$ cat config.mk
export PLATFORM = sky130hd
export DESIGN_NAME = sample_buffer_stats_normalizer
export DESIGN_NICKNAME = d
export VERILOG_FILES = /design/src/rtl/sbsn_pkg.sv /design/src/rtl/sbsn_divider.sv /design/src/rtl/sample_buffer_stats_normalizer.sv
export SDC_FILE = /design/constraint.sdc
export NUM_CORES = 1
export LEC_CHECK = 0
export ABC_AREA = 1
export BUFFER_PORTS_ARGS = -buffer_cell sky130_fd_sc_hd__buf_2
export CORE_AREA = 3 3 221 137
export DETAILED_ROUTE_END_ITERATION = 8
export DIE_AREA = 0 0 224 140
export GPL_TIMING_DRIVEN = 0
export PLACE_DENSITY = 0.8
export SLEW_MARGIN = 20
export SYNTH_ARGS = -nofsm -noshare
export SYNTH_HDL_FRONTEND = slang
export SYNTH_HIERARCHICAL = 1
export SYNTH_SLANG_ARGS = --single-unit
$ cat constraint.sdc
create_clock -name aclk -period 4.7 [get_ports aclk]
set_clock_uncertainty 0.15 [all_clocks]
set_input_delay 0.47 -clock aclk [delete_from_list [all_inputs] [get_ports aclk]]
set_output_delay 0.47 -clock aclk [all_outputs]
set_load 0.005 [all_outputs]
$ cat src/rtl/sbsn_pkg.sv
`timescale 1ns / 1ps
// Shared types and constants for the sample buffer statistics normalizer.
// Used by sbsn_divider and sample_buffer_stats_normalizer; no dependencies.
package sbsn_pkg;

    localparam int SAMPLE_W = 10;
    localparam int FRAC_W   = 16;
    localparam int NORM_W   = FRAC_W + 1;

    localparam logic [SAMPLE_W-1:0] THRESH_RESET = '1;
    localparam logic [SAMPLE_W-1:0] MIN_RESET    = '1;

    typedef enum logic [2:0] {
        ST_LOAD,
        ST_MEAN,
        ST_MEAN_WAIT,
        ST_READ,
        ST_NORM,
        ST_NORM_WAIT,
        ST_EMIT
    } state_t;

    typedef struct packed {
        logic busy;
        logic done;
    } div_status_t;

endpackage

$ cat src/rtl/sbsn_divider.sv
`timescale 1ns / 1ps
// Restoring unsigned divider that retires one quotient bit per cycle.
// Depends on sbsn_pkg for the status struct.
module sbsn_divider #(
    parameter int DVD_W = 26,
    parameter int DVS_W = 10
) (
    input  logic                 aclk,
    input  logic                 aresetn,
    input  logic                 start,
    input  logic [DVD_W-1:0]     dividend,
    input  logic [DVS_W-1:0]     divisor,
    output sbsn_pkg::div_status_t status,
    output logic [DVD_W-1:0]     quotient
);
    import sbsn_pkg::*;

    localparam int STEP_W = $clog2(DVD_W + 1);

    logic              busy_reg, busy_next;
    logic              done_reg, done_next;
    logic [STEP_W-1:0] step_reg, step_next;
    logic [DVS_W-1:0]  rem_reg, rem_next;
    logic [DVD_W-1:0]  work_reg, work_next;
    logic [DVS_W-1:0]  divisor_reg, divisor_next;
    logic [DVS_W:0]    trial;
    logic [DVS_W:0]    trial_diff;
    logic              fits;

    assign trial      = {rem_reg, work_reg[DVD_W-1]};
    assign trial_diff = trial - {1'b0, divisor_reg};
    assign fits       = (trial >= {1'b0, divisor_reg});

    always_comb begin
        busy_next    = busy_reg;
        done_next    = 1'b0;
        step_next    = step_reg;
        rem_next     = rem_reg;
        work_next    = work_reg;
        divisor_next = divisor_reg;
        if (start) begin
            busy_next    = 1'b1;
            step_next    = STEP_W'(DVD_W);
            rem_next     = '0;
            work_next    = dividend;
            divisor_next = divisor;
        end else if (busy_reg) begin
            rem_next  = fits ? trial_diff[DVS_W-1:0] : trial[DVS_W-1:0];
            work_next = {work_reg[DVD_W-2:0], fits};
            step_next = step_reg - STEP_W'(1);
            if (step_reg == STEP_W'(1)) begin
                busy_next = 1'b0;
                done_next = 1'b1;
            end
        end
    end

    always_ff @(posedge aclk) begin
        if (!aresetn) begin
            busy_reg <= 1'b0;
            done_reg <= 1'b0;
            step_reg <= '0;
        end else begin
            busy_reg <= busy_next;
            done_reg <= done_next;
            step_reg <= step_next;
        end
        rem_reg     <= rem_next;
        work_reg    <= work_next;
        divisor_reg <= divisor_next;
    end

    assign status.busy = busy_reg;
    assign status.done = done_reg;
    assign quotient    = work_reg;

endmodule

$ cat src/rtl/sample_buffer_stats_normalizer.sv
`timescale 1ns / 1ps
// Burst buffer with running max, min, sum and threshold flag, and min-max normalization.
// Samples load one beat per cycle while in the load state; after the last beat the shared
// 26-bit divider (one bit per cycle) computes the mean, then each result in turn; a result
// skips the divider when all stored samples are equal.
// Reset clears the statistics and output valid and sets the threshold to 1023.
// The sample memory is not cleared; only entries written in the current burst are read.
module sample_buffer_stats_normalizer #(
    parameter int BUFFER_DEPTH = 16
) (
    input  logic                          aclk,
    input  logic                          aresetn,
    input  logic                          cfg_we,
    input  logic [sbsn_pkg::SAMPLE_W-1:0] cfg_wdata,
    input  logic                          s_valid,
    output logic                          s_ready,
    input  logic [sbsn_pkg::SAMPLE_W-1:0] s_sample,
    input  logic                          s_last,
    output logic                          m_valid,
    input  logic                          m_ready,
    output logic [sbsn_pkg::NORM_W-1:0]   m_normalized,
    output logic [sbsn_pkg::SAMPLE_W-1:0] m_max_value,
    output logic [sbsn_pkg::SAMPLE_W-1:0] m_min_value,
    output logic [sbsn_pkg::SAMPLE_W-1:0] m_mean_value,
    output logic                          m_below_flag,
    output logic                          m_overflow,
    output logic                          m_last_out
);
    import sbsn_pkg::*;

    localparam int CNT_W = $clog2(BUFFER_DEPTH + 1);
    localparam int IDX_W = (BUFFER_DEPTH > 1) ? $clog2(BUFFER_DEPTH) : 1;
    localparam int SUM_W = SAMPLE_W + CNT_W;
    localparam int DVD_W = (SAMPLE_W + FRAC_W > SUM_W) ? (SAMPLE_W + FRAC_W) : SUM_W;
    localparam int DVS_W = (SAMPLE_W > CNT_W) ? SAMPLE_W : CNT_W;

    state_t state_reg, state_next;

    logic [SAMPLE_W-1:0] thresh_reg;
    logic [CNT_W-1:0]    count_reg, count_next;
    logic [SAMPLE_W-1:0] max_reg, max_next;
    logic [SAMPLE_W-1:0] min_reg, min_next;
    logic [SUM_W-1:0]    sum_reg, sum_next;
    logic                below_reg, below_next;
    logic                dropped_reg, dropped_next;
    logic [CNT_W-1:0]    rd_idx_reg, rd_idx_next;
    logic [SAMPLE_W-1:0] mean_reg, mean_next;
    logic [NORM_W-1:0]   norm_reg, norm_next;

    logic                m_valid_reg, m_valid_next;
    logic [NORM_W-1:0]   m_norm_reg, m_norm_next;
    logic [SAMPLE_W-1:0] m_max_reg, m_max_next;
    logic [SAMPLE_W-1:0] m_min_reg, m_min_next;
    logic [SAMPLE_W-1:0] m_mean_reg, m_mean_next;
    logic                m_below_reg, m_below_next;
    logic                m_over_reg, m_over_next;
    logic                m_last_reg, m_last_next;

    logic [SAMPLE_W-1:0] sample_mem [BUFFER_DEPTH];
    logic [SAMPLE_W-1:0] rd_data_reg;
    logic                store_we;

    logic                in_beat;
    logic                has_room;
    logic [SAMPLE_W-1:0] range;
    logic [SAMPLE_W-1:0] offset;
    logic                final_item;

    logic                div_start;
    logic [DVD_W-1:0]    div_dividend;
    logic [DVS_W-1:0]    div_divisor;
    div_status_t         div_status;
    logic [DVD_W-1:0]    div_quotient;

    sbsn_divider #(
        .DVD_W (DVD_W),
        .DVS_W (DVS_W)
    ) u_divider (
        .aclk     (aclk),
        .aresetn  (aresetn),
        .start    (div_start),
        .dividend (div_dividend),
        .divisor  (div_divisor),
        .status   (div_status),
        .quotient (div_quotient)
    );

    assign s_ready    = (state_reg == ST_LOAD);
    assign in_beat    = s_valid && s_ready;
    assign has_room   = (count_reg < CNT_W'(BUFFER_DEPTH));
    assign store_we   = in_beat && has_room;
    assign range      = max_reg - min_reg;
    assign offset     = rd_data_reg - min_reg;
    assign final_item = ((rd_idx_reg + CNT_W'(1)) == count_reg);

    always_comb begin
        state_next   = state_reg;
        count_next   = count_reg;
        max_next     = max_reg;
        min_next     = min_reg;
        sum_next     = sum_reg;
        below_next   = below_reg;
        dropped_next = dropped_reg;
        rd_idx_next  = rd_idx_reg;
        mean_next    = mean_reg;
        norm_next    = norm_reg;
        m_valid_next = m_valid_reg && !m_ready;
        m_norm_next  = m_norm_reg;
        m_max_next   = m_max_reg;
        m_min_next   = m_min_reg;
        m_mean_next  = m_mean_reg;
        m_below_next = m_below_reg;
        m_over_next  = m_over_reg;
        m_last_next  = m_last_reg;
        div_start    = 1'b0;
        div_dividend = DVD_W'({offset, {FRAC_W{1'b0}}});
        div_divisor  = DVS_W'(range);

        case (state_reg)
            ST_LOAD: begin
                if (in_beat) begin
                    if (has_room) begin
                        count_next = count_reg + CNT_W'(1);
                        sum_next   = sum_reg + SUM_W'(s_sample);
                        if (s_sample > max_reg) begin
                            max_next = s_sample;
                        end
                        if (s_sample < min_reg) begin
                            min_next = s_sample;
                        end
                        if (s_sample <= thresh_reg) begin
                            below_next = 1'b1;
                        end
                    end else begin
                        dropped_next = 1'b1;
                    end
                    if (s_last) begin
                        state_next = ST_MEAN;
                    end
                end
            end
            ST_MEAN: begin
                div_start    = 1'b1;
                div_dividend = DVD_W'(sum_reg);
                div_divisor  = DVS_W'(count_reg);
                state_next   = ST_MEAN_WAIT;
            end
            ST_MEAN_WAIT: begin
                if (div_status.done) begin
                    mean_next  = div_quotient[SAMPLE_W-1:0];
                    state_next = ST_READ;
                end
            end
            ST_READ: begin
                state_next = ST_NORM;
            end
            ST_NORM: begin
                if (range == '0) begin
                    norm_next  = '0;
                    state_next = ST_EMIT;
                end else begin
                    div_start  = 1'b1;
                    state_next = ST_NORM_WAIT;
                end
            end
            ST_NORM_WAIT: begin
                if (div_status.done) begin
                    norm_next  = div_quotient[NORM_W-1:0];
                    state_next = ST_EMIT;
                end
            end
            ST_EMIT: begin
                if (!m_valid_reg || m_ready) begin
                    m_valid_next = 1'b1;
                    m_norm_next  = norm_reg;
                    m_max_next   = max_reg;
                    m_min_next   = min_reg;
                    m_mean_next  = mean_reg;
                    m_below_next = below_reg;
                    m_over_next  = dropped_reg;
                    m_last_next  = final_item;
                    if (final_item) begin
                        count_next   = '0;
                        max_next     = '0;
                        min_next     = MIN_RESET;
                        sum_next     = '0;
                        below_next   = 1'b0;
                        dropped_next = 1'b0;
                        rd_idx_next  = '0;
                        state_next   = ST_LOAD;
                    end else begin
                        rd_idx_next = rd_idx_reg + CNT_W'(1);
                        state_next  = ST_READ;
                    end
                end
            end
            default: begin
                state_next = ST_LOAD;
            end
        endcase
    end

    always_ff @(posedge aclk) begin
        if (!aresetn) begin
            state_reg <= ST_LOAD;
        end else begin
            state_reg <= state_next;
        end
    end

    always_ff @(posedge aclk) begin
        if (!aresetn) begin
            thresh_reg  <= THRESH_RESET;
            count_reg   <= '0;
            max_reg     <= '0;
            min_reg     <= MIN_RESET;
            sum_reg     <= '0;
            below_reg   <= 1'b0;
            dropped_reg <= 1'b0;
            rd_idx_reg  <= '0;
            m_valid_reg <= 1'b0;
        end else begin
            if (cfg_we) begin
                thresh_reg <= cfg_wdata;
            end
            count_reg   <= count_next;
            max_reg     <= max_next;
            min_reg     <= min_next;
            sum_reg     <= sum_next;
            below_reg   <= below_next;
            dropped_reg <= dropped_next;
            rd_idx_reg  <= rd_idx_next;
            m_valid_reg <= m_valid_next;
        end
        mean_reg    <= mean_next;
        norm_reg    <= norm_next;
        m_norm_reg  <= m_norm_next;
        m_max_reg   <= m_max_next;
        m_min_reg   <= m_min_next;
        m_mean_reg  <= m_mean_next;
        m_below_reg <= m_below_next;
        m_over_reg  <= m_over_next;
        m_last_reg  <= m_last_next;
    end

    always_ff @(posedge aclk) begin
        if (store_we) begin
            sample_mem[count_reg[IDX_W-1:0]] <= s_sample;
        end
        rd_data_reg <= sample_mem[rd_idx_reg[IDX_W-1:0]];
    end

    assign m_valid      = m_valid_reg;
    assign m_normalized = m_norm_reg;
    assign m_max_value  = m_max_reg;
    assign m_min_value  = m_min_reg;
    assign m_mean_value = m_mean_reg;
    assign m_below_flag = m_below_reg;
    assign m_overflow   = m_over_reg;
    assign m_last_out   = m_last_reg;

    assert property (@(posedge aclk) disable iff (!aresetn)
        div_start |-> !div_status.busy)
        else $error("divider started while busy");

    assert property (@(posedge aclk) disable iff (!aresetn)
        count_reg <= CNT_W'(BUFFER_DEPTH))
        else $error("sample count exceeds buffer depth");

    assert property (@(posedge aclk) disable iff (!aresetn)
        (count_reg != '0) |-> (min_reg <= max_reg))
        else $error("running minimum above running maximum");

    assert property (@(posedge aclk) disable iff (!aresetn)
        (s_valid && s_ready && s_last) |=> !s_ready)
        else $error("input still open after the last beat");

    assert property (@(posedge aclk) disable iff (!aresetn)
        m_valid |-> (m_normalized <= NORM_W'(1 << FRAC_W)))
        else $error("normalized value above one");

endmodule
==> results of run 1 <==
[through the flow]
stage          utilization  total power [mW]  hold WS (ns)
6_report             0.668              8.53        0.0187
5_1_grt              0.668              8.96        0.0203
4_1_cts              0.667              8.51      0.000869
3_5_place_dp         0.628              5.77         0.255
3_3_place_gp         0.625              5.69         0.252
2_1_floorplan            -              5.26         0.250
[critical path, cell delays in order, from the launching register on]
cell,delay [ns]
dfxtp_1,0.42
inv_1,0.09
ha_1,0.23
fa_1,0.42
inv_1,0.09
nand2_1,0.05
nand2_1,0.13
nand3_1,0.12
nand2_1,0.08
nand2_1,0.05
nand2_1,0.08
nand2_1,0.08
nor2_1,0.29
nand2_1,0.09
nand2_1,0.09
nand2_1,0.35
buf_2,0.37
nor2_4,0.35
clkinvlp_4,0.15
buf_4,0.24
[power by group through the flow]
stage / sequential [mW] / clock, mW / combinational, mW
after floorplan: 3.88 / 0 / 1.38
after global placement: 3.93 / 0 / 1.76
after detailed placement: 3.94 / 0 / 1.82
after CTS: 3.88 / 2.77 / 1.86
after global routing: 3.90 / 2.91 / 2.14
final: 3.88 / 2.74 / 1.91
[area by class of cell]
cell class / instances / area (µm²)
Multi-Input combinational cell: 1125 / 5980
Clock inverter: 13 / 161
Fill cell: 2118 / 9430
Buffer: 65 / 309
Sequential cell: 361 / 9960
Inverter: 179 / 677
Tap cell: 375 / 469
Timing Repair Buffer: 83 / 485
Timing Repair inverter: 1 / 7.51
Clock buffer: 47 / 930
[per-layer routing]
metal / track usage / up-vias / part of all wire
met2: 0.397 / 713 / 0.41
met1: 0.436 / 6165 / 0.45
met4: 0.0713 / 4 / 0.020
li1: - / 6126 / -
met5: 0 / - / 0.0010
met3: 0.0744 / 86 / 0.13
[how the worst max path moves through the flow]
stage                     depth (start not counted)  slack [ns]       start                endpoint
after floorplan                                  10        0.52     m_ready              min_reg[1]
after global placement                           11       -1.06     m_ready              max_reg[5]
after detailed placement                         18       -0.15  max_reg[0]   u_divider/quotient[7]
after CTS                                        18        0.03  max_reg[0]  u_divider/quotient[20]
after global routing                             20        0.14  max_reg[0]    u_divider/rem_reg[2]
final                                            19        0.48  max_reg[0]   u_divider/quotient[1]
[timing repair]
action | 4_1_cts | 5_1_grt
cloned | 1 | 0
gates resized for setup | 3 | 1
hold buffers | 2 | 0
setup endpoints to repair | 31 | 31
buffers inserted | 0 | 2
hold endpoints to repair | 2 | 0
==> results.cfg, run 1 <==
[route]
drcViolationCount = 0
ant_nets = 0
vias = 13100
routed_wl_um = 44000
wl_per_cell_um = 19.6
drt-vias-per-instance = 5.82
drt-pass1-iter-count = 5
drtIter0Drc = 1764

[clock_tree]
tritoncts = yes
clkLatencyLatePin_ns = 0.54
cts_root_buf = clkbuf_16
cts_sinks = 361
cts_buffer_depth = 3
cts_max_level = 2
cts_inserted_buffers = 34
path_clk_slew_ns = 0.07

[place]
place_inst = 2184
dpl.hpwl_um = 31100
gp_congestion = 0.981
place_ws_ns = -0.154
placed_area_um2 = 17800
io_buffer_count = 76

[yosys]
synth_nets = 1834
netlist_area_um2 = 16900
synthCells = 1730
avgSynthCellArea_um2 = 9.77
ys_warn_count = 6

[cells_and_area]
stdcell_count = 2249
final_area_um2 = 19000
layout.nets = 1954
final_common_cell = nand2_1
largest_reg_flops = 160
drive_gt1_frac = 0.108
diodes = 0
area_growth_pct = 12.3
final_cell_mix = nand2_1 (356), edfxtp_1 (273), nor2_1 (212), inv_1 (169), o21ai_0 (127)

[power_and_ir_drop]
p_int_mw = 5.94
combPwrFrac = 0.224
power.share.switching = 0.304
pwr-share-seq = 0.455
power_density_nw_per_um2 = 450
p_leak_nw = 7.81
ir_drop_mv = 0.369
switchingPower_mw = 2.60
p_clk_frac = 0.321

[hold_path]
worstHoldPathCells = 3
min_from = cfg_wdata[3]
worstHoldPathType = in2reg
hold_end = thresh_reg[3]

[timing]
fmax_mhz = 237
setup_tns_ns = 0
hold_violations = 0
grt_setup_unrepaired = false
slew_headroom = 0.236
worst_slack_ns = 0.475
maxSlewViolCount = 0
worst_pin_slew_ns = 1.14
layout_min_cycle_time_ns = 4.22
final-setup-viol-count = 0
fin_crit_sh = 0.899

[die]
pin_count = 78
die-area_um2 = 31400
dieHeight_um = 140
die_w_um = 224
core_area_um2 = 28400
start_util = 0.595
rows = 48

[grt]
grt_overflow_total = 0
grt_pass1_vias = 12300
grt_pass1_wl_um = 68300
grt_antenna_before_repair = 1
grt_usage = 0.282
grt_max_degree = 23

[job]
cap_viol_max_count = 0

[critical_path]
crit_path_end_kind = flop
timing.rr.end = u_divider/quotient[1]
ff2ff_path_depth = 19
reg2reg_from = max_reg[0]
critPathLaunchType = flop
arrival_ns = 4.34
critPathMaxFanout = 15
critical_path_class = reg2reg
worstPathRequired_ns = 4.82
rrSetupSlack_ns = 0.48

[status]
status = finished, final reports clean
(Power assumes the default switching activity.)
==> run 2, diff against run 1 <==
--- a/config.mk
+++ b/config.mk
@@ -7,9 +7,9 @@
 export LEC_CHECK = 0
 export ABC_AREA = 1
 export BUFFER_PORTS_ARGS = -buffer_cell sky130_fd_sc_hd__buf_2
-export CORE_AREA = 3 3 221 137
+export CORE_AREA = 8 8 226 142
 export DETAILED_ROUTE_END_ITERATION = 8
-export DIE_AREA = 0 0 224 140
+export DIE_AREA = 0 0 234 150
 export GPL_TIMING_DRIVEN = 0
 export PLACE_DENSITY = 0.8
 export SLEW_MARGIN = 20
==> run 2 against run 1 <==
Utilization down 1.1 points. First-iteration DRC count up 5.0%. Largest cell class unchanged. Count of clock-buffer cells in the layout up 5. Largest power group unchanged. Setup slack worse by 0.21 ns.
==> results.cfg, run 2 (synthesis gave the netlist of run 1 again) <==
[status]
status = finished, final reports clean

[cells_and_area]
layout.nets = 1960
diodes = 0
final_core_util = 0.657
stdcell_count = 2265
drive_gt1_frac = 0.109
final-seq-area_um2 = 9960
final_common_cell = nand2_1
largest_reg_flops = 160
final_cell_mix = nand2_1 (356), edfxtp_1 (273), nor2_1 (210), inv_1 (169), o21ai_0 (127)
area_growth_pct = 12.8
final_area_um2 = 19100
fillers = 2281
multiInputGateArea_um2 = 5980

[timing]
maxSlewViolCount = 0
fmax_mhz = 225
final-setup-viol-count = 0
fin_crit_sh = 0.944
layout_min_cycle_time_ns = 4.44
worst_slack_ns = 0.264
worst_pin_slew_ns = 1.10
hold_violations = 0
slew_headroom = 0.265

[clock_tree]
cts_root_buf = clkbuf_16
cts_buffer_depth = 3
tritoncts = yes
cts_sinks = 361
cts_inserted_buffers = 35
path_clk_slew_ns = 0.06
clkLatencyLatePin_ns = 0.54
cts_max_level = 2

[place]
dpl.hpwl_um = 31400
place_ws_ns = -0.144
io_buffer_count = 76
placed_area_um2 = 17800
place_inst = 2191
gp_congestion = 0.930

[critical_path]
critical_path_class = reg2reg
crit_path_top_delay_cell = nor2_2
critPathLaunchType = flop
slowest_delay_ns = 0.53
crit_path_end_kind = flop
worstPathRequired_ns = 4.80
path_cells = inv_1 > ha_1 > fa_1 > inv_1 > nand2_1 > nand2_1 > nand3_1 > nand2_1 > nand2_1 > nand2_1 > nand2_1 > nor2_1 > nand2_1 > nand2_1 > nand2_1 > buf_2 > nor2_2 > clkinvlp_4 > buf_4
reg2reg_from = max_reg[0]
critPathMaxFanout = 16
endpoint = u_divider/quotient[0]
timing.rr.end = u_divider/quotient[0]
path_common_cell = nand2_1
crit_start = max_reg[0]
arrival_ns = 4.54
ff2ff_path_depth = 19
rrSetupSlack_ns = 0.26

[grt]
grt_overflow_total = 0
grt_usage = 0.250
grt_antenna_before_repair = 0
grt_max_degree = 23
grt_pass1_wl_um = 67800
grt_pass1_vias = 12400

[power_and_ir_drop]
switchingPower_mw = 2.61
pwr-share-seq = 0.453
p_clk_frac = 0.326
power.share.switching = 0.304
combPwrFrac = 0.222
p_leak_nw = 7.83
power_mw = 8.58
ir_drop_mv = 0.238
power_density_nw_per_um2 = 450
p_int_mw = 5.97

[route]
routed_wl_um = 44200
ant_nets = 0
drt-pass1-iter-count = 6
drtIter0Drc = 1853
drcViolationCount = 0
drt-vias-per-instance = 5.78
wl_per_cell_um = 19.5
vias = 13100

[die]
start_util = 0.583
core_area_um2 = 29000
dieHeight_um = 150
pin_count = 78
die-area_um2 = 35100
rows = 49
die_w_um = 234

[job]
cap_viol_max_count = 0

[hold_path]
worstHoldPathType = in2reg
-- run 2: cell count changes in the layout (fill, tap and decap cells not counted), moves of 3 or more --
| cell | change |
|---|---|
| dlygate4sd3_1 | +4 |
| nor2_2 | +3 |
| clkinv_2 | -4 |
| clkbuf_1 | +3 |
-- run 2: worst min path at each step --
stage | from | endpoint | slack [ns] | depth (start not counted)
global placement | norm_reg[7] | m_normalized[7] | 0.25 | 0
floorplan | mean_reg[0] | m_mean_value[0] | 0.25 | 0
CTS | cfg_wdata[8] | thresh_reg[8] | 0.004 | 3
global route | cfg_wdata[8] | thresh_reg[8] | 0.01 | 3
detailed placement | norm_reg[6] | m_normalized[6] | 0.25 | 0
finish | cfg_wdata[2] | thresh_reg[2] | 0.03 | 3
-- run 2: layout make-up --
type                            count  area share
Clock buffer                       52      0.0520
Sequential cell                   361       0.522
Inverter                          179      0.0355
Buffer                             65      0.0162
Timing Repair Buffer               88      0.0280
Clock inverter                     12     0.00702
Tap cell                          382      0.0251
Timing Repair inverter              1    0.000394
Multi-Input combinational cell   1125       0.313
-- run 2: layer usage --
| metal | global-route usage | vias to the layer above | share of wire |
|---|---|---|---|
| met5 | 0 | - | 0 |
| met3 | 0.0672 | 79 | 0.12 |
| li1 | - | 6118 | - |
| met2 | 0.348 | 704 | 0.41 |
| met4 | 0.0549 | 0 | 0.018 |
| met1 | 0.384 | 6181 | 0.45 |
-- run 2: what timing repair did --
item,CTS,global route
hold endpoints to repair,6,0
setup buffers,0,3
resized for setup,3,0
cloned,1,0
hold buffers,6,0
endpoints found under the setup margin,31,31
-- run 2: worst max-delay path: cells and delay by family, from the launching register on --
kind | cells | cell delay, ns
simple gates | 12 | 1.96
buf+inv | 5 | 0.98
fa+ha+maj | 2 | 0.65
flops | 1 | 0.41
-- run 2: stage by stage --
step / hold WS, ns / TNS, ns
2_1_floorplan: 0.250 / 0
3_3_place_gp: 0.253 / -49.83
3_5_place_dp: 0.255 / -4.09
4_1_cts: 0.00355 / 0
5_1_grt: 0.0120 / -0.00615
6_report: 0.0294 / 0
-- run 2: power groups by stage --
stage               Combinational [mW]  Sequential, mW  Clock, mW
floorplan                         1.38            3.88          0
global placement                  1.76            3.93          0
detailed placement                1.82            3.94          0
CTS                               1.86            3.88       2.81
global route                      2.13            3.90       2.94
finish                            1.90            3.88       2.79
==> run 3, diff against run 2 <==
--- a/config.mk
+++ b/config.mk
@@ -7,9 +7,10 @@
 export LEC_CHECK = 0
 export ABC_AREA = 1
 export BUFFER_PORTS_ARGS = -buffer_cell sky130_fd_sc_hd__buf_2
-export CORE_AREA = 8 8 226 142
+export CAP_MARGIN = 10
+export CORE_AREA = 2 2 220 136
 export DETAILED_ROUTE_END_ITERATION = 8
-export DIE_AREA = 0 0 234 150
+export DIE_AREA = 0 0 222 138
 export GPL_TIMING_DRIVEN = 0
 export PLACE_DENSITY = 0.8
 export SLEW_MARGIN = 20
==> run 3 against run 2 <==
Critical path depth increased by 1. Sequential cell count unchanged. Die area fell by 13%. Final cell count fell by 0.26%. Via count rose by 0.20%. Critical endpoint is now u_divider/busy_reg.
==> results.cfg, run 3 (synthesis gave the netlist of run 1 again) <==
[status]
status = finished, final reports clean

[cells_and_area]
fillers = 2227
diodes = 0
stdcell_count = 2259
final_common_cell = nand2_1
layout.nets = 1955
drive_gt1_frac = 0.109
final_cell_mix = nand2_1 (356), edfxtp_1 (273), nor2_1 (208), inv_1 (169), o21ai_0 (127)
area_growth_pct = 12.3
largest_reg_flops = 160

[timing]
maxSlewViolCount = 0
worst_pin_slew_ns = 1.10
slew_headroom = 0.266
fin_crit_sh = 0.926
grt_setup_unrepaired = false
hold_violations = 0
final-setup-viol-count = 0
layout_min_cycle_time_ns = 4.35
setup_tns_ns = 0
fmax_mhz = 230

[route]
drcViolationCount = 0
wl_per_cell_um = 19.4
wl_met3_um = 5410
routed_wl_um = 43800
vias = 13100
drtIter0Drc = 1558
drt-vias-per-instance = 5.80
drt-pass1-iter-count = 6
drt-met1-wl_um = 19600
top_layer = met5
wl_met2_um = 17900
ant_nets = 0

[die]
rows = 49
pin_count = 78
core_area_um2 = 29000
die_w_um = 222
die-area_um2 = 30600
start_util = 0.583
dieHeight_um = 138

[power_and_ir_drop]
power_density_nw_per_um2 = 448
ir_drop_mv = 0.364
p_leak_nw = 7.81

[clock_tree]
cts_sinks = 361
path_clk_slew_ns = 0.06
cts_buffer_depth = 3
cts_max_level = 2
tritoncts = yes
cts_inserted_buffers = 35
clkLatencyLatePin_ns = 0.55
cts_root_buf = clkbuf_16
post-cts-setup-buffers = 0

[critical_path]
reg2reg_from = max_reg[0]
path_common_cell = nand2_1
critPathMaxFanout = 31
rrSetupSlack_ns = 0.35
crit_path_end_kind = flop
ff2ff_path_depth = 20
crit_path_top_delay_cell = nor2_2
critPathLaunchType = flop
critical_path_class = reg2reg
slowest_delay_ns = 0.44
timing.rr.end = u_divider/busy_reg
worstPathRequired_ns = 4.97
endpoint = u_divider/busy_reg
arrival_ns = 4.63
crit_start = max_reg[0]
path_cells = inv_1 > ha_1 > fa_1 > inv_1 > nand2_1 > nand2_1 > nand3_1 > nand2_1 > nand2_1 > nand2_1 > nand2_1 > nor2_1 > nand2_1 > nand2_1 > nand2_1 > buf_2 > nor2_2 > inv_4 > o211ai_1 > inv_1

[grt]
grt_usage = 0.288
grt_pass1_vias = 12300
grt_max_degree = 32
grt_overflow_total = 0
grt_antenna_before_repair = 0
grt_pass1_wl_um = 68100

[place]
io_buffer_count = 76
gp_congestion = 0.955
dpl.hpwl_um = 30900
place_inst = 2191

[hold_path]
worstHoldPathType = in2reg

[job]
cap_viol_max_count = 0
-- run 3: critical path, delay by kind of cell, from the launching register on --
kind	cells	cell delay, ns
simple gates	12	1.92
flops	1	0.43
buf+inv	5	0.89
compound gates	1	0.18
fa+ha+maj	2	0.66
-- run 3: layout make-up --
class / count / area, µm² / area share
Clock buffer: 45 / 955 / 0.0503
Sequential cell: 361 / 9960 / 0.525
Buffer: 65 / 309 / 0.0163
Clock inverter: 18 / 131 / 0.00692
Inverter: 179 / 676 / 0.0356
Tap cell: 382 / 478 / 0.0252
Timing Repair Buffer: 84 / 493 / 0.0260
Multi-Input combinational cell: 1125 / 5980 / 0.315
-- run 3: what timing repair did --
item | CTS | global route
hold buffers | 5 | 0
setup endpoints to repair | 0 | 31
endpoints found under the hold margin | 5 | 0
gates resized for setup | 0 | 3
-- run 3: how the worst min path moves through the flow --
stage                       startpoint  slack (ns)  cells after the start          endpoint
after global routing      cfg_wdata[4]       0.007                      3     thresh_reg[4]
after floorplan            mean_reg[0]        0.25                      0   m_mean_value[0]
final                     cfg_wdata[4]        0.01                      3     thresh_reg[4]
after global placement    norm_reg[10]        0.25                      0  m_normalized[10]
after CTS                 cfg_wdata[4]       0.003                      3     thresh_reg[4]
after detailed placement   norm_reg[3]        0.26                      0   m_normalized[3]
-- run 3: through the flow --
step	utilization	setup WS, ns	area (µm²)	hold slack, ns	total power [mW]
2_1_floorplan	-	0.525	16900	0.250	5.26
3_3_place_gp	0.612	-1.14	17800	0.253	5.70
3_5_place_dp	0.615	0.149	17800	0.255	5.76
4_1_cts	0.654	0.101	19000	0.00294	8.46
5_1_grt	0.655	0.0792	19000	0.00708	8.85
6_report	0.655	0.347	19000	0.0106	8.50
-- run 3: report_power, final --
group,internal (mW),leakage [nW],switching [mW]
Combinational,0.651,4.11,1.24
Sequential,3.72,3.17,0.166
Clock,1.50,0.526,1.22
Total,5.87,7.81,2.63
-- run 3: metal layers --
metal / vias up / track usage
met5: - / 0.0169
met4: 2 / 0.0661
met3: 65 / 0.0750
met2: 668 / 0.403
met1: 6261 / 0.450
li1: 6112 / -
